$ cat src/tmb_pkg.sv
// tempo map package: entry type, command, status and register index codes, arithmetic widths
// no dependencies
`default_nettype none
package tmb_pkg;

  localparam int BEAT_W  = 32;
  localparam int TEMPO_W = 16;
  localparam int RATE_W  = 19;
  localparam int OUT_W   = 48;
  localparam int NUM_W   = 45;  // delta * 7680 + tempo/2 fits in 45 bits
  localparam int ACC_W   = 51;  // up to 17 segments of 45 bits
  localparam int SECONDS_PER_MIN_Q7 = 7680;

  typedef enum logic [1:0] {
    CMD_CLEAR   = 2'd0,
    CMD_INSERT  = 2'd1,
    CMD_CONVERT = 2'd2,
    CMD_NONE    = 2'd3
  } cmd_t;

  typedef enum logic [1:0] {
    ST_OK   = 2'd0,
    ST_FULL = 2'd1,
    ST_ZERO = 2'd2,
    ST_SAT  = 2'd3
  } status_t;

  typedef enum logic [0:0] {
    REG_DEFAULT_TEMPO = 1'b0,
    REG_SAMPLE_RATE   = 1'b1
  } reg_index_t;

  typedef struct packed {
    logic [BEAT_W-1:0]  beat;
    logic [TEMPO_W-1:0] tempo;
  } entry_t;

endpackage
`default_nettype wire

$ cat src/tmb_cell.sv
// one tempo map entry of the sorted chain; shifts to its neighbor on insert
// depends on tmb_pkg
`default_nettype none
module tmb_cell (
  input  wire logic            clk,
  input  wire logic            ins,
  input  wire tmb_pkg::entry_t new_entry,
  input  wire tmb_pkg::entry_t prev_entry,
  input  wire logic            prev_gt,
  input  wire logic            used,
  input  wire logic            at_end,
  output tmb_pkg::entry_t      entry,
  output logic                 gt
);
  import tmb_pkg::*;

  assign gt = used && (entry.beat > new_entry.beat);

  always_ff @(posedge clk) begin
    if (ins) begin
      if (prev_gt) begin
        entry <= prev_entry;
      end else if (gt || at_end) begin
        entry <= new_entry;
      end
    end
  end
endmodule
`default_nettype wire

$ cat config.mk
export PLATFORM = sky130hd
export DESIGN_NAME = tmb_cell
export DESIGN_NICKNAME = d
export VERILOG_FILES = /design/src/tmb_pkg.sv /design/src/tmb_cell.sv
export SDC_FILE = /design/constraint.sdc
export NUM_CORES = 1
export LEC_CHECK = 0
export ABC_AREA = 1
export ABC_CLOCK_PERIOD_IN_PS = 4000
export BUFFER_PORTS_ARGS = -buffer_cell sky130_fd_sc_hd__buf_2
export CAP_MARGIN = 20
export CORE_ASPECT_RATIO = 1.2
export CORE_MARGIN = 2
export CORE_UTILIZATION = 46
export CTS_CLUSTER_DIAMETER = 50
export DETAILED_ROUTE_END_ITERATION = 6
export PLACE_DENSITY = 0.9
export SLEW_MARGIN = 30
export SYNTH_ARGS = -nofsm -noshare
export SYNTH_HDL_FRONTEND = slang
export SYNTH_SLANG_ARGS = --single-unit
export TNS_END_PERCENT = 50
$ cat constraint.sdc
create_clock -name clk -period 4 [get_ports clk]
set_input_delay 1 -clock clk [delete_from_list [all_inputs] [get_ports clk]]
set_output_delay 1 -clock clk [all_outputs]
set_load 0.02 [all_outputs]
# After elaboration in Yosys (flattened, before gate mapping)
# Index checks and enable logic that the tools add are counted.
# op_classes
order_cmp	1
muxes	2
n_reduce_logical	4
# op_table
op	count
2-to-1 mux 48 bit	2
> comparator 32 bit	1
AND reduction 2 bit	1
nonzero test 2 bit	1
logical AND 1 bit	1
logical OR 1 bit	1
# totals
regBits	48
wordCells	9

# Depth between registers and ports, before layout
# depth
word_depth	5
depth_mapped	15
mapped_depth_nobuf	15

# Worst setup path after synthesis
# Ideal clock, no wire load.
# synth_timing
path_kind	input port to flip-flop
from	in new_entry[39] (netlist name)
to	reg entry[0] (netlist name) (enable)
path_slack_ns	0.318
arrival_time_ns	3.260
stages	10
path_cell_list	inv_1 -> ha_1 -> nand2_2 -> nor2_4 -> nand4_2 -> nor2_2 -> nand2_1 -> nand2_1 -> nand2_2 -> a21oi_2
# synth_via
elab_chain_cells	5
# synth_lines
item	line_no	source
start, declared	tmb_cell.sv:7	input wire tmb_pkg::entry_t new_entry,
> comparator 32 bit	tmb_cell.sv:17	assign gt = used && (entry.beat > new_entry.beat);
logical AND 1 bit	tmb_cell.sv:17	
logical OR 1 bit	tmb_cell.sv:23	end else if (gt || at_end) begin
nonzero test 2 bit (no line)	n/a	
AND reduction 2 bit (no line)	n/a	
end signal, assigned	tmb_cell.sv:22	entry <= prev_entry;
end signal, assigned	tmb_cell.sv:24	entry <= new_entry;
end, declared	tmb_cell.sv:12	output tmb_pkg::entry_t entry,
# Every way passes these cells.
# A chain may end at the register's enable or synchronous reset.

# Worst setup path after layout
# layout_timing
from	in new_entry[35] (netlist name)
to	out gt
# layout_via
elab_chain_cells	2
# layout_lines
item	line_no	source
> comparator 32 bit	tmb_cell.sv:17	
logical AND 1 bit	tmb_cell.sv:17	
end, declared	tmb_cell.sv:13	output logic gt
# Every way passes these cells.

==> results.py <==
metrics = {
    "floorplanning": {
        "die_y_um": 90.4,
        "io_pins": 150,
        "initial_core_util_pct": 47.6,
        "die_area_um2": 6860,
        "core-area_um2": 6010,
        "die-width_um": 76.0,
        "row_count": 31,
    },
    "sta": {
        "fmax_ghz": 0.304,
        "skew_ps": 7.53,
        "finalHoldViolations": 0,
        "drv_slew": 0,
        "relSlewSlack_pct": 76.1,
        "min_period_over_period_pct": 82.4,
        "tightest_slew_ps": 358,
        "layout_min_cycle_time_ps": 3290,
        "setup_viol": 0,
        "rsz0062_at_grt": "false",
        "fin_setup_tns_ps": 0,
    },
    "power_and_ir_drop": {
        "clock_power_share_pct": 27.6,
        "sequentialPowerShare_pct": 49.3,
        "p_leak_uw": 0.00194,
        "p_int_uw": 907,
        "powerDensity_nw_per_um2": 328,
        "p_sw_uw": 343,
        "swShare_pct": 27.4,
        "ir_drop_uv": 199,
        "combPwrFrac_pct": 23.1,
    },
    "worst_hold_path": {
        "min_path_type": "input port to register",
        "worstHoldStart": "prev_entry[40]",
    },
    "clock_network": {
        "cts_root_buf": "clkbuf_8",
        "clk_latency_ps": 290,
        "numClockSinks": 48,
        "cts_max_level": 2,
        "cts_resized": 0,
        "post_cts_buffers": 0,
        "clk_pin_slew_worst_paths_ps": 90,
        "cts_tree": "yes",
        "clockBufferDepth": 2,
        "numCtsBuffers": 5,
        "hold_buffers": 0,
    },
    "worst_setup_path": {
        "required_ps": 3000,
        "critPathArrivalTime_ps": 2290,
        "worst_setup_path_start_kind": "input port",
        "rrSetupSlack_ps": 1850,
        "crit_end": "gt",
        "r2r_cells": 10,
        "slowest_stage": "ha_1",
        "reg2reg_to": "entry[36]",
        "crit_chain": "buf_2, inv_1, ha_1, nand2_1, inv_1, nand2_1, nand2_1, nand2_1, nand3_1, a21oi_1, nand2_1, nand2_2, inv_1, buf_2",
        "end_kind": "output port",
        "crit_path_frequent_cell": "nand2_1",
        "critPathMaxFanout": 2,
        "max_stage_delay_ps": 300,
        "critical_path.startpoint": "new_entry[35]",
        "worst_r2r_startpoint": "entry[39]",
        "criticalPathCategory": "input port to output port",
    },
    "logic_synthesis": {
        "ys_seq_elements": 48,
        "ys_seq_area_share_pct": 50.4,
        "syn_area_um2": 2860,
        "yosysTopAreaCell": "edfxtp_1",
        "postSynthAreaPerCell_um2": 10.1,
        "synth_area_leaders": "edfxtp_1 (50%), ha_1 (14%), nand2_1 (8.5%)",
        "synthesis.nets": 417,
        "ys_types": 22,
        "synth_top_cell_area_share_pct": 50.4,
        "syn_inst": 284,
        "yosysWarnings": 0,
    },
    "finish": {
        "n_fill_cell": 502,
        "drive_above_1_share_pct": 43.6,
        "largest_reg_flops": 48,
        "largest-register": "entry",
        "reg_top3": "entry (48)",
        "finalNetCount": 568,
        "postLayoutCellArea_um2": 3810,
        "area_growth_pct": 33.4,
        "antenna_cells": 0,
    },
    "grt": {
        "grt_pass1_vias": 2514,
        "grt_antenna_before_repair": 0,
        "overflow": 0,
        "grtUsageMet3_pct": 4.20,
        "grt_use_met2_pct": 36.0,
        "busiest_layer": "met2",
        "grt_util_all_layers_pct": 18.9,
        "grt_pass1_wl_um": 10700,
        "met1_usage_pct": 21.0,
        "grt_max_degree": 35,
    },
    "flow_run": {
        "maxCapViolCount": 0,
    },
    "placement": {
        "gp_congestion": 0.827,
        "io_buffers": 149,
        "hpwl_um": 5200,
        "postPlaceCellArea_um2": 3710,
    },
    "routing": {
        "drcViolationCount": 0,
        "drt-total-wl_um": 6400,
        "drt_iter0_markers": 80,
        "vias": 2463,
        "wl_per_cell_um": 12.3,
        "drt-pass1-iter-count": 4,
        "antenna_left": 0,
        "vias_per_cell": 4.75,
    },
    "status": {
        "status": "completed",
    },
}
layer usage:
metal  share of wire [%]  up-vias
li1                    -     1257
met1                  40     1100
met2                  52       98
met3                 6.8        8
met4                 1.3        0
met5                   0        -
worst min path at each step:
stage,end,cells after the start
finish,entry[40],3
global route,entry[39],3
CTS,entry[40],3
detailed placement,entry[23],3
global placement,entry[46],3
floorplan,entry[46],2
layout make-up:
type	instances	area [µm²]	area share (%)
flip-flops and latches	48	1440	37.8
multi-input cells	185	1230	32.2
repair buffers	153	776	20.3
inverters	42	158	4.13
well taps	82	103	2.69
clock buffers	6	72.6	1.90
clock inverters	2	35.0	0.918
stage by stage:
step	instances	util (%)	hold WS, ps	worst slack (ps)	power [µW]
finish	518	63.5	980	706	1250
global route	518	63.5	977	584	1320
CTS	518	63.5	969	680	1270
detailed placement	510	61.7	1280	681	920
global placement	510	61.7	1280	706	907
floorplan	284	-	1190	318	804
worst max-delay path: cells and delay by family:
family | cells | cell delay, ps
and+or+nand+nor | 7 | 480
buffers and inverters | 5 | 370
AOI/OAI and AO/OA | 1 | 150
adders and majority gates | 1 | 300
power by group through the flow:
stage	Clock, µW	Combinational (µW)	Sequential, µW
after global placement	0	282	625
after CTS	357	294	616
after global routing	370	326	620
after detailed placement	0	292	627
final	346	289	616
after floorplan	0	131	673
cells in the mapped netlist:
library cell,n
edfxtp_1,48
buf_2,3
nor2_1,8
nand4_2,1
o21ai_0,32
o21a_1,1
a21oi_1,13
nor2_4,2
nand3_1,2
nand4_1,1
mux2_2,17
a21oi_2,1
nand2_2,4
o21ai_1,1
nand2_1,65
inv_1,40
a21boi_1,1
ha_1,32
nor2_2,3
inv_2,2
a21o_1,1
clkbuf_1,6
cells in the final DEF (no fill, tap or decap), drive strengths merged, types with 2 or more instances in the layout:
| master | n |
|---|---|
| a21oi | 14 |
| nor2 | 13 |
| nand4 | 2 |
| ha | 32 |
| inv | 42 |
| clkbuf | 6 |
| nand2 | 69 |
| o21ai | 33 |
| edfxtp | 48 |
| buf | 153 |
| mux2 | 17 |
| nand3 | 2 |
cell families after synthesis:
logic type / share of synthesized area, %
simple gates: 12.9
buf+inv: 6.83
compound gates: 9.15
flops: 50.4
fa+ha+maj: 14.0
mux: 6.70
(Power assumes the default switching activity.)
