===== src/tmb_pkg.sv =====
// tempo map package: entry type, command, status and register index codes, arithmetic widths
// no dependencies
`default_nettype none
package tmb_pkg;

  localparam int BEAT_W  = 32;
  localparam int TEMPO_W = 16;
  localparam int RATE_W  = 19;
  localparam int OUT_W   = 48;
  localparam int NUM_W   = 45;  // delta * 7680 + tempo/2 fits in 45 bits
  localparam int ACC_W   = 51;  // up to 17 segments of 45 bits
  localparam int SECONDS_PER_MIN_Q7 = 7680;

  typedef enum logic [1:0] {
    CMD_CLEAR   = 2'd0,
    CMD_INSERT  = 2'd1,
    CMD_CONVERT = 2'd2,
    CMD_NONE    = 2'd3
  } cmd_t;

  typedef enum logic [1:0] {
    ST_OK   = 2'd0,
    ST_FULL = 2'd1,
    ST_ZERO = 2'd2,
    ST_SAT  = 2'd3
  } status_t;

  typedef enum logic [0:0] {
    REG_DEFAULT_TEMPO = 1'b0,
    REG_SAMPLE_RATE   = 1'b1
  } reg_index_t;

  typedef struct packed {
    logic [BEAT_W-1:0]  beat;
    logic [TEMPO_W-1:0] tempo;
  } entry_t;

endpackage
`default_nettype wire


===== src/tmb_div.sv =====
// bit-serial restoring divider, one quotient bit per cycle
// depends on tmb_pkg
`default_nettype none
module tmb_div (
  input  wire logic                        clk,
  input  wire logic                        rst,
  input  wire logic                        start,
  input  wire logic [tmb_pkg::NUM_W-1:0]   num,
  input  wire logic [tmb_pkg::TEMPO_W-1:0] den,
  output logic                             done,
  output logic [tmb_pkg::NUM_W-1:0]        quot
);
  import tmb_pkg::*;

  localparam int CNT_W = $clog2(NUM_W + 1);

  logic [TEMPO_W-1:0] rem;
  logic [TEMPO_W-1:0] dv;
  logic [CNT_W-1:0]   cnt;
  logic               busy;
  logic [TEMPO_W:0]   trial;

  assign trial = {rem, quot[NUM_W-1]};

  always_ff @(posedge clk) begin
    if (rst) begin
      busy <= 1'b0;
      done <= 1'b0;
    end else begin
      done <= 1'b0;
      if (start) begin
        busy <= 1'b1;
        cnt  <= CNT_W'(NUM_W);
        rem  <= '0;
        quot <= num;
        dv   <= den;
      end else if (busy) begin
        // numerator bits shift out the top while quotient bits shift in
        if (trial >= {1'b0, dv}) begin
          rem  <= TEMPO_W'(trial - {1'b0, dv});
          quot <= {quot[NUM_W-2:0], 1'b1};
        end else begin
          rem  <= trial[TEMPO_W-1:0];
          quot <= {quot[NUM_W-2:0], 1'b0};
        end
        cnt <= cnt - 1'b1;
        if (cnt == CNT_W'(1)) begin
          busy <= 1'b0;
          done <= 1'b1;
        end
      end
    end
  end
endmodule
`default_nettype wire


===== config.mk =====
export PLATFORM = sky130hd
export DESIGN_NAME = tmb_div
export DESIGN_NICKNAME = d
export VERILOG_FILES = /design/src/tmb_pkg.sv /design/src/tmb_div.sv
export SDC_FILE = /design/constraint.sdc
export NUM_CORES = 1
export LEC_CHECK = 0
export BUFFER_PORTS_ARGS = -buffer_cell sky130_fd_sc_hd__buf_2
export CAP_MARGIN = 40
export CORE_MARGIN = 4
export CORE_UTILIZATION = 50
export CTS_BUF_LIST = sky130_fd_sc_hd__clkbuf_8
export DETAILED_ROUTE_END_ITERATION = 12
export PLACE_DENSITY = 0.87
export SKIP_CTS_REPAIR_TIMING = 1
export SLEW_MARGIN = 30
export SYNTH_ARGS = -nofsm -noshare
export SYNTH_HDL_FRONTEND = slang
export SYNTH_SLANG_ARGS = --single-unit

===== constraint.sdc =====
create_clock -name clk -period 4.1 [get_ports clk]
set_input_delay 0.82 -clock clk [delete_from_list [all_inputs] [get_ports clk]]
set_output_delay 0.82 -clock clk [all_outputs]
set_load 0.03 [all_outputs]

======== Yosys cells after proc, flatten, opt, wreduce, memory -nomap -nowiden ========
Index checks and enable logic that the tools add are counted.
Widths: inputs -> output; s select.
operators by class
  reduce and logical (&&, ||, !) cells .... 4
  muxes and demuxes ....................... 10
  add/subtract/negate cells ............... 2
  bitwise logic cells ..................... 2
  magnitude comparators ................... 1
  equality and inequality tests ........... 1
operators by type and width
  cell                 number
  $mux 45              2
  $mux 16              2
  $ge 17x16->1         1
  $sub 16x16->16       1
  $eq 6x1->1 const B   1
  $mux 6               1
  $sub 6x1->6 const B  1
  $mux 1               5
  $reduce_and 2->1     2
  $reduce_or 3->1      1
  $not 1->1            2
  $reduce_bool 2->1    1
storage, ports and cells
  input bits .............................. 64
  word-level logic and storage cells ...... 26
  bits in registers ....................... 85
  output and inout port bits .............. 46

======== Depth between registers and ports, before layout ========
Gate-level depths: netlist of the first run.
  depth in word-level cells ............... 4
  gate-level depth with buffers ........... 10
  gate-level depth less buffers ........... 9

======== Worst setup path after synthesis of the first run ========
Ideal clock, no wire load.
  kind .................................... input -> register
  start point ............................. input start
  end point ............................... register cnt[0], enable pin
  slack ................................... -342 ps
  data arrival time ....................... 3,948 ps
  data required time ...................... 3,606 ps
  path buffers ............................ 1
  cell stages on the path ................. 3
  setup time .............................. 494 ps
  path through ............................ clkbuf_1 -> nor2_1 -> nor2_1
on the way
  cells in the longest elaborated chain, start to end .. 2
RTL lines
  element                             line           source
  from (decl)                         tmb_div.sv:7   input wire logic start,
  $reduce_bool 2->1 (no source line)  n/a
  $reduce_and 2->1 (no source line)   n/a
  to (signal assigned)                tmb_div.sv:33  cnt <= CNT_W'(NUM_W);
  to (signal assigned)                tmb_div.sv:46  cnt <= cnt - 1'b1;
  to (decl)                           tmb_div.sv:19  logic [CNT_W-1:0] cnt;
Every way passes these cells.
A chain may end at the register's enable or synchronous reset.

======== Worst setup path in the final report of the first run ========
  start point ............................. register quot[44] (netlist bit)
  end point ............................... register rem[14], data pin
on the way
  cells in the longest elaborated chain, start to end .. 3
  elaborated cells on any way between the ends .. 4
  those cells by class .................... add/sub (1); order compare (1); mux (2)
RTL lines
  element                                         line                          source
  from (decl)                                     tmb_div.sv:11                 output logic [tmb_pkg::NUM_W-1:0] quot
  from (signal assigned)                          tmb_div.sv:35                 quot <= num;
  from (signal assigned)                          tmb_div.sv:41                 quot <= {quot[NUM_W-2:0], 1'b1};
  from (signal assigned)                          tmb_div.sv:44                 quot <= {quot[NUM_W-2:0], 1'b0};
  $sub 16x16->16 or $ge 17x16->1 (tied branches)  tmb_div.sv:40, tmb_div.sv:39
  $mux 16 (*)                                     tmb_div.sv:39                 if (trial >= {1'b0, dv}) begin
  $mux 16 (*)                                     tmb_div.sv:37                 end else if (busy) begin
  to (signal assigned)                            tmb_div.sv:40                 rem <= TEMPO_W'(trial - {1'b0, dv});
  to (signal assigned)                            tmb_div.sv:43                 rem <= trial[TEMPO_W-1:0];
  to (decl)                                       tmb_div.sv:17                 logic [TEMPO_W-1:0] rem;
Every way passes the cells marked *; elsewhere a longest branch is shown, timed or not. The select of a mux whose other input is x is not followed.

==> flow_metrics.py, run 1 <==
metrics = {
    "sta": {
        "slew_headroom_pct": 58.6,
        "layout_min_cycle_time_ns": 2.70,
        "tightestPinTransition_ns": 0.621,
        "setup_violations": 0,
        "clock_skew_ns": 0.0124,
        "finalHoldViolCount": 0,
        "rsz0062_at_grt": "no",
        "tns_ns": 0,
        "clock.fmax_mhz": 370,
        "finalMaxSlewViolations": 0,
        "fin_crit_sh_pct": 65.9,
    },
    "floorplanning": {
        "core.rowCount": 34,
        "start_util_pct": 50.9,
        "die_area_sq_um": 10400,
        "fp.dieW_um": 102,
        "die_h_um": 102,
        "io_pins": 110,
        "core_sq_um": 8680,
    },
    "worst_setup_path": {
        "r2r-start": "quot[44]",
        "crit_start": "quot[44]",
        "slowest_stage": "nor4b_1",
        "cp.required_ns": 4.20,
        "path_cells": "inv_1 -> ha_1 -> fa_1 -> nand2b_1 -> a21o_1 -> a21oi_1 -> nor3_1 -> nor4b_1 -> o22ai_1",
        "start_kind": "register",
        "r2r-end": "rem[14]",
        "crit_type": "reg2reg",
        "reg2regPathDepth": 9,
        "critPathArrivalTime_ns": 2.80,
        "crit_end": "rem[14]",
        "endpoint_kind": "register",
        "critical_path_peak_fanout": 5,
        "reg2reg_slack_ns": 1.40,
        "cpPeakStageDelay_ns": 0.41,
    },
    "global_routing": {
        "grt_pass1_wl_um": 16500,
        "gr-total-overflow": 0,
        "antenna_found_initial": 0,
        "grt_pass1_vias": 3270,
        "grt_max_degree": 69,
        "track_usage_pct": 20.8,
    },
    "cts": {
        "clock_latency_ns": 0.36,
        "cts_tree": "built",
        "htree_levels": 3,
        "cts.sinks": 85,
        "cts_buffers": 9,
        "clk_pin_slew_ns": 0.09,
        "root_buffer": "clkbuf_8",
        "clockBufferDepth": 2,
    },
    "routing": {
        "dr.pass1.iters": 4,
        "wl_per_cell_um": 18.1,
        "maxUsedRoutingLayer": "met4",
        "ant_nets": 0,
        "wl_met2_um": 4960,
        "drt_wl_total_um": 10500,
        "wl_met1_um": 4320,
        "drtIter0Drc": 218,
        "wl_met3_um": 1070,
        "via_per_inst": 5.66,
        "route.detailed.drc": 0,
        "vias": 3289,
    },
    "cells_and_area": {
        "layout_common_cells": "buf_2 (109), edfxtp_1 (83), mux2_2 (44), a21oi_1 (26), inv_1 (24)",
        "antenna_cells": 0,
        "area_growth_pct": 20.4,
        "drive_gt1_share_pct": 37.4,
        "final_common_cell": "buf_2",
        "fillers": 672,
        "layout.nets": 551,
    },
    "worst_hold_path": {
        "holdCritPathClass": "reg2reg",
        "holdPathStages": 1,
    },
    "logic_synthesis": {
        "syn_nets": 442,
        "synthFlopType": "edfxtp_1",
        "synth_cells": 359,
        "synthDistinctLibCells": 49,
        "yosys_warnings": 0,
        "synthesis.area_sq_um": 4420,
        "yosys_register_bits": 85,
        "postSynth.asyncResetShare_pct": 0,
        "synth_edf_count": 83,
        "syn_avg_cell_area_sq_um": 12.3,
        "yosysSeqAreaShare_pct": 57.3,
    },
    "power_and_ir_drop": {
        "cellLeakagePower_uw": 0.00218,
        "power_uw": 2260,
        "power.density_nw_per_um2": 425,
        "ir_drop_mv": 0.294,
    },
    "place": {
        "gp_routability_congestion": 0.887,
        "port_buffers": 109,
        "dpl.hpwl_um": 7520,
    },
    "status": {
        "status": "finished, final reports clean",
    },
    "flow_run": {
        "maxCapViolCount": 0,
    },
}
==> routing by layer <==
metal | GRT usage, % | up-vias
met4 | 7.27 | 0
met5 | 0 | -
met2 | 32.4 | 143
met3 | 8.53 | 16
li1 | - | 1575
met1 | 26.3 | 1555
==> per-stage QoR <==
stage	instances	instance area (sq um)	utilization, %	setup WS (ns)	hold WS (ns)
finish	581	5320	61.3	1.40	0.493
global route	581	5320	61.3	1.24	0.519
CTS	580	5290	61.0	1.41	0.497
detailed placement	564	5070	58.4	1.41	0.484
global placement	564	5070	58.4	1.44	0.473
floorplan	359	4420	-	0.789	0.460
==> cell type report <==
class,instances,area [sq um],area share (%)
Clock buffer,9,124,2.33
Inverter,24,90.1,1.69
Sequential cell,85,2530,47.6
Timing Repair Buffer,114,603,11.3
Tap cell,108,135,2.54
Clock inverter,7,97.6,1.83
Multi-Input combinational cell,234,1740,32.7
==> flip-flops by register name, summed over array words and instances, names as in the netlist <==
name	count
quot	45
dv	16
rem	16
cnt	6
busy	1
done	1
==> critical path: cells and delay by family, from the launching register on <==
| family | cells | cell delay [ns] |
|---|---|---|
| DFF | 1 | 0.38 |
| AOI/OAI and AO/OA | 3 | 0.69 |
| adders and majority gates | 2 | 0.60 |
| buffers and inverters | 1 | 0.06 |
| and+or+nand+nor | 3 | 0.71 |
==> cells by family (layout without fill, tap and decap cells) <==
group | Yosys count | in the layout | share of synthesized area (%)
multiplexers | 44 | 44 | 11.2
XOR/XNOR | 8 | 8 | 1.59
AND/OR/NAND/NOR | 85 | 85 | 10.1
AO/OA/AOI/OAI | 78 | 78 | 10.7
adder cells (fa/ha/maj) | 19 | 19 | 5.55
buffers and inverters | 40 | 154 | 3.54
flip-flops | 85 | 85 | 57.3
==> cell usage after synthesis, types with 2 or more instances <==
master / count / area (sq um)
edfxtp_1: 83 / 2490
nor3_1: 7 / 35.0
nand4_1: 8 / 50.1
a211oi_1: 3 / 22.5
and3_1: 2 / 12.5
nor4b_1: 2 / 17.5
mux2_2: 44 / 495
ha_1: 18 / 225
o32ai_1: 2 / 17.5
inv_1: 23 / 86.3
clkbuf_1: 10 / 37.5
o21ai_0: 19 / 95.1
o2111ai_1: 2 / 17.5
o22ai_1: 3 / 18.8
or3_1: 4 / 25.0
nor2_1: 13 / 48.8
a21oi_1: 26 / 130
o21a_1: 4 / 30.0
nor2b_1: 3 / 18.8
o21ai_1: 3 / 15.0
a21o_1: 7 / 52.6
nand2b_1: 5 / 31.3
dfxtp_1: 2 / 40.0
nand2_1: 23 / 86.3
xnor2_1: 2 / 17.5
nand3_1: 9 / 45.0
xor2_1: 6 / 52.6
buf_2: 5 / 25.0
==> worst min path at each step <==
stage                 to  from  slack (ns)
floorplan           done  busy        0.46
global placement    done  busy        0.47
detailed placement  done  busy        0.48
CTS                 done  busy        0.50
global route        done  busy        0.52
finish              done  busy        0.49
==> where the power goes <==
part | leakage, uW | switching [uW] | internal (uW)
clock network | 0.000112 | 322 | 347
registers | 0.000806 | 33.8 | 1040
logic | 0.00126 | 317 | 203
Note: power is estimated with default switching activity, not from simulation.
==> inputs of run 2 (changes only) <==
--- a/config.mk
+++ b/config.mk
@@ -8,10 +8,10 @@
 export BUFFER_PORTS_ARGS = -buffer_cell sky130_fd_sc_hd__buf_2
 export CAP_MARGIN = 40
 export CORE_MARGIN = 4
-export CORE_UTILIZATION = 50
+export CORE_UTILIZATION = 55
 export CTS_BUF_LIST = sky130_fd_sc_hd__clkbuf_8
 export DETAILED_ROUTE_END_ITERATION = 12
-export PLACE_DENSITY = 0.87
+export PLACE_DENSITY = 0.9
 export SKIP_CTS_REPAIR_TIMING = 1
 export SLEW_MARGIN = 30
 export SYNTH_ARGS = -nofsm -noshare
==> constraint.sdc (replaced) <==
create_clock -name clk -period 2.55 [get_ports clk]
set_input_delay 0.51 -clock clk [delete_from_list [all_inputs] [get_ports clk]]
set_output_delay 0.51 -clock clk [all_outputs]
set_load 0.03 [all_outputs]
==> run 2 against run 1 <==
Critical path type unchanged. Clock skew rose by 0.0049 ns. First-iteration DRC count fell by 0.46%. Clock-buffer cell count did not move.
==> flow_metrics.py, run 2 (synthesis results as in run 1) <==
metrics = {
    "global_routing": {
        "grt_pass1_wl_um": 18000,
        "grt_pass1_vias": 3592,
        "grt_max_degree": 41,
        "track_usage_pct": 23.5,
        "antenna_found_initial": 0,
        "gr-total-overflow": 0,
    },
    "floorplanning": {
        "die_area_sq_um": 9540,
        "fp.dieW_um": 97.7,
        "core.rowCount": 32,
        "die_h_um": 97.7,
        "start_util_pct": 56.9,
        "core_sq_um": 7770,
        "io_pins": 110,
    },
    "cells_and_area": {
        "top_regs": "quot x45, dv x16, rem x16",
        "antenna_cells": 0,
        "area_growth_pct": 23.1,
        "fillers": 531,
        "final_common_cell": "buf_2",
        "largest_register_ffs": 45,
        "regMostFlops": "quot",
        "layout.nets": 560,
        "drive_gt1_share_pct": 41.3,
        "fin_cells": 584,
        "layout_common_cells": "buf_2 (109), edfxtp_1 (83), mux2_2 (44), a21oi_1 (25)",
    },
    "sta": {
        "setup_violations": 0,
        "slew_headroom_pct": 65.3,
        "finalMaxSlewViolations": 0,
        "layout_min_cycle_time_ns": 2.46,
        "fin_hold_ws_ns": 0.329,
        "finalHoldViolCount": 0,
        "fin_crit_sh_pct": 96.5,
        "clock_skew_ns": 0.0173,
        "tightestPinTransition_ns": 0.514,
        "clock.fmax_mhz": 406,
        "tns_ns": 0,
    },
    "cts": {
        "cts.sinks": 85,
        "clk_pin_slew_ns": 0.09,
        "clockBufferDepth": 2,
        "htree_levels": 3,
        "clock_latency_ns": 0.36,
        "cts_tree": "built",
        "cts_buffers": 9,
        "root_buffer": "clkbuf_8",
    },
    "power_and_ir_drop": {
        "ir_drop_mv": 0.524,
        "cellLeakagePower_uw": 0.00221,
        "power.density_nw_per_um2": 659,
    },
    "worst_hold_path": {
        "hold_end": "dv[4]",
        "holdPathStages": 1,
        "holdCritPathClass": "in2reg",
        "hold_start": "den[4]",
    },
    "worst_setup_path": {
        "reg2reg_slack_ns": 0.09,
        "critPathArrivalTime_ns": 2.55,
        "critical_path_peak_fanout": 4,
        "cp.required_ns": 2.64,
        "slowest_stage": "edfxtp_1",
        "critical-path-top-delay-family": "adder cells",
        "r2r-start": "quot[44]",
        "reg2regPathDepth": 9,
        "r2r-end": "rem[14]",
        "endpoint_kind": "register",
        "path_cells": "inv_1 -> ha_1 -> fa_1 -> nand2b_4 -> a21o_1 -> a21oi_2 -> nor3_1 -> nor4b_1 -> o22ai_1",
        "start_kind": "register",
        "crit_buf_inv": 1,
        "crit_type": "reg2reg",
        "cpPeakStageDelay_ns": 0.41,
    },
    "place": {
        "port_buffers": 109,
        "gp_routability_congestion": 0.910,
        "dpl.hpwl_um": 7910,
        "dp.cells": 567,
    },
    "status": {
        "status": "finished, final reports clean",
    },
    "routing": {
        "wl_per_cell_um": 19.1,
        "route.detailed.drc": 0,
        "drt_wl_total_um": 11200,
        "ant_nets": 0,
        "via_per_inst": 5.92,
        "dr.pass1.iters": 6,
        "drtIter0Drc": 217,
        "vias": 3455,
    },
    "flow_run": {
        "maxCapViolCount": 0,
    },
}
## run 2: cell count changes in the layout (fill, tap and decap cells not counted), moves of 2 or more
cell	change
bufinv_16	-2
inv_6	+3
ha_1	-7
ha_4	+5
ha_2	+2
buf_4	+9
## run 2: layout make-up
type	instances	area [sq um]	share of cell area [%]
Tap cell	102	128	2.35
Clock inverter	7	63.8	1.17
Timing Repair Buffer	123	663	12.2
Inverter	24	90.1	1.66
Clock buffer	9	124	2.28
Sequential cell	85	2530	46.6
Multi-Input combinational cell	234	1840	33.8
## run 2: worst max path at each step
stage	start	end	slack, ns	cells after the start
after global placement	quot[44]	rem[14]	0.14	9
after floorplan	quot[44]	rem[14]	0.04	9
after detailed placement	quot[44]	rem[14]	0.05	9
final	quot[44]	rem[14]	0.09	9
after CTS	quot[44]	rem[14]	0.01	9
after global routing	dv[1]	rem[6]	-0.01	8
## run 2: through the flow
step	cell area, sq um	worst slack [ns]	utilization, %	total power (uW)
finish	5440	0.0898	70.0	3580
global route	5440	-0.0119	70.0	3770
CTS	5330	0.0114	68.7	3530
detailed placement	5140	0.0476	66.2	2620
global placement	5140	0.136	66.2	2580
floorplan	4430	0.0363	-	2350
## run 2: report_power, final
group | internal, uW | switching [uW] | total (uW)
clock | 377 | 545 | 922
combinational | 379 | 552 | 931
sequential | 1670 | 58.7 | 1730
## run 2: layer usage
metal  vias up  wire length [um]  GRT usage, %
met5         -                 0             0
li1       1595                 -             -
met4         0               193          7.24
met3        17              1070          8.69
met2       192              5650          39.9
met1      1651              4240          27.9
==> inputs of run 3 (changes only) <==
--- a/config.mk
+++ b/config.mk
@@ -8,10 +8,10 @@
 export BUFFER_PORTS_ARGS = -buffer_cell sky130_fd_sc_hd__buf_2
 export CAP_MARGIN = 40
 export CORE_MARGIN = 4
-export CORE_UTILIZATION = 55
-export CTS_BUF_LIST = sky130_fd_sc_hd__clkbuf_8
+export CORE_UTILIZATION = 60
+export CTS_BUF_LIST = sky130_fd_sc_hd__clkbuf_2
 export DETAILED_ROUTE_END_ITERATION = 12
-export PLACE_DENSITY = 0.9
+export PLACE_DENSITY = 0.95
 export SKIP_CTS_REPAIR_TIMING = 1
 export SLEW_MARGIN = 30
 export SYNTH_ARGS = -nofsm -noshare
==> constraint.sdc (replaced) <==
create_clock -name clk -period 3.1 [get_ports clk]
set_input_delay 0.62 -clock clk [delete_from_list [all_inputs] [get_ports clk]]
set_output_delay 0.62 -clock clk [all_outputs]
set_load 0.03 [all_outputs]
==> run 3 against run 2 <==
Utilization grew 1.9 points. Register-to-register slack gained 0.30 ns. Global-route usage grew 1.8 points. Flip-flop and latch count is the same. Critical path depth shrank 2. Via count shrank 0.78%. Sequential share of layout area grew 2.2 points. Cell count shrank 2.1%. Die area shrank 7.7%. Power shrank 25%. First-iteration DRC count grew 24%. Clock-buffer cell count is the same. Critical endpoint is now rem[6]. Largest power group unchanged. Highest routed layer unchanged.
==> flow_metrics.py, run 3 (synthesis results as in run 1) <==
metrics = {
    "status": {
        "status": "finished, final reports clean",
    },
    "power_and_ir_drop": {
        "swShare_pct": 34.2,
        "switching_power_uw": 919,
        "ir_drop_mv": 0.347,
        "p_clk_share_pct": 21.2,
        "internal_power_uw": 1770,
        "seqPwrFrac_pct": 52.8,
        "cellLeakagePower_uw": 0.00213,
        "comb_power_share_pct": 26.0,
        "power.density_nw_per_um2": 519,
    },
    "place": {
        "place_area_sq_um": 5080,
        "dpl.hpwl_um": 7880,
        "port_buffers": 109,
        "dp.cells": 556,
        "gp_routability_congestion": 0.929,
    },
    "worst_setup_path": {
        "reg2reg_slack_ns": 0.39,
        "r2r-start": "rem[0]",
        "start_kind": "register",
        "critPathArrivalTime_ns": 3.12,
        "critical-path-top-delay-family": "simple AND/OR/NAND/NOR gates",
        "critical_path_peak_fanout": 11,
        "reg2regPathDepth": 7,
        "path_cells": "ha_1 -> and2b_1 -> o2111ai_1 -> a211o_1 -> and3_1 -> or4_1 -> a21oi_1",
        "r2r-end": "rem[6]",
        "cpPeakStageDelay_ns": 0.54,
        "crit_buf_inv": 0,
        "endpoint_kind": "register",
        "crit_type": "reg2reg",
        "cp.required_ns": 3.51,
        "slowest_stage": "or4_1",
    },
    "global_routing": {
        "antenna_found_initial": 0,
        "track_usage_pct": 25.4,
        "grt_pass1_vias": 3517,
        "grt_pass1_wl_um": 17100,
        "grt_max_degree": 58,
        "gr-total-overflow": 0,
    },
    "routing": {
        "via_per_inst": 5.99,
        "wl_per_cell_um": 18.9,
        "route.detailed.drc": 0,
        "drtIter0Drc": 269,
        "vias": 3428,
        "ant_nets": 0,
        "dr.pass1.iters": 7,
        "drt_wl_total_um": 10800,
    },
    "cells_and_area": {
        "largest_register_ffs": 45,
        "drive_gt1_share_pct": 37.6,
        "layout_common_cells": "buf_2 (109), edfxtp_1 (83), mux2_2 (44), a21oi_1 (26)",
        "layout.nets": 551,
        "final_common_cell": "buf_2",
        "antenna_cells": 0,
        "fin_area_sq_um": 5190,
        "top_regs": "quot x45, dv x16, rem x16",
        "fillers": 476,
        "regMostFlops": "quot",
        "area_growth_pct": 17.4,
        "fin_cells": 572,
    },
    "worst_hold_path": {
        "holdCritPathClass": "in2reg",
        "holdPathStages": 1,
        "hold_start": "den[1]",
        "hold_end": "dv[1]",
    },
    "sta": {
        "clock.fmax_mhz": 370,
        "layout_min_cycle_time_ns": 2.71,
        "finalHoldViolCount": 0,
        "setup_violations": 0,
        "tns_ns": 0,
        "rsz0062_at_grt": "no",
        "fin_crit_sh_pct": 87.3,
        "tightestPinTransition_ns": 0.547,
        "finalMaxSlewViolations": 0,
        "clock_skew_ns": 0.0293,
        "slew_headroom_pct": 63.6,
    },
    "cts": {
        "root_buffer": "clkbuf_2",
        "cts.sinks": 85,
        "htree_levels": 3,
        "cts_tree": "built",
        "cts_buffers": 9,
        "clockBufferDepth": 2,
        "clk_pin_slew_ns": 0.28,
        "clock_latency_ns": 0.56,
    },
    "floorplanning": {
        "io_pins": 110,
        "core_sq_um": 7210,
        "die_area_sq_um": 8810,
        "start_util_pct": 61.3,
        "die_h_um": 93.8,
        "core.rowCount": 31,
        "fp.dieW_um": 93.8,
    },
    "flow_run": {
        "maxCapViolCount": 0,
    },
}
[run 3: worst reg2reg max path: cells and delay by family, from the launching register on]
| kind | cells | cell delay, ns |
|---|---|---|
| adders and majority gates | 1 | 0.33 |
| AOI/OAI and AO/OA | 3 | 0.73 |
| and+or+nand+nor | 3 | 1.01 |
| DFF | 1 | 0.49 |
[run 3: per-layer routing]
layer | track usage, % | up-vias | wire, um
met5 | 0 | - | 0
met4 | 8.90 | 0 | 280
met3 | 9.54 | 28 | 1060
met2 | 43.3 | 186 | 5450
met1 | 29.2 | 1633 | 4030
li1 | - | 1581 | -
[run 3: how the worst max path moves through the flow]
stage | to | slack, ns | depth (start not counted) | from
after floorplan | rem[14] | 0.59 | 9 | quot[44]
after global placement | rem[14] | 0.58 | 9 | quot[44]
after detailed placement | rem[14] | 0.46 | 9 | quot[44]
after CTS | rem[6] | 0.43 | 8 | dv[1]
after global routing | rem[6] | 0.21 | 7 | rem[11]
final | rem[6] | 0.39 | 7 | rem[0]
[run 3: power groups by stage]
stage | logic (uW) | registers (uW) | clock network (uW)
after CTS | 691 | 1420 | 577
after global routing | 762 | 1430 | 632
after global placement | 661 | 1440 | 0
after floorplan | 422 | 1510 | 0
final | 700 | 1420 | 570
after detailed placement | 686 | 1440 | 0
[run 3: cell type report]
| cell class | count | area (sq um) | area share [%] |
|---|---|---|---|
| Clock buffer | 9 | 45.0 | 0.868 |
| Clock inverter | 7 | 63.8 | 1.23 |
| Inverter | 24 | 90.1 | 1.74 |
| Multi-Input combinational cell | 234 | 1740 | 33.5 |
| Sequential cell | 85 | 2530 | 48.8 |
| Tap cell | 99 | 124 | 2.39 |
| Timing Repair Buffer | 114 | 596 | 11.5 |
[run 3: through the flow]
step                      util [%]  hold slack [ns]  setup WS (ns)  total power, uW
final                         71.9            0.201          0.394             2690
after global routing          71.9            0.130          0.206             2820
after CTS                     71.9            0.163          0.428             2690
after detailed placement      70.4            0.469          0.457             2130
after global placement        70.4            0.467          0.580             2100
after floorplan                  -            0.460          0.586             1930
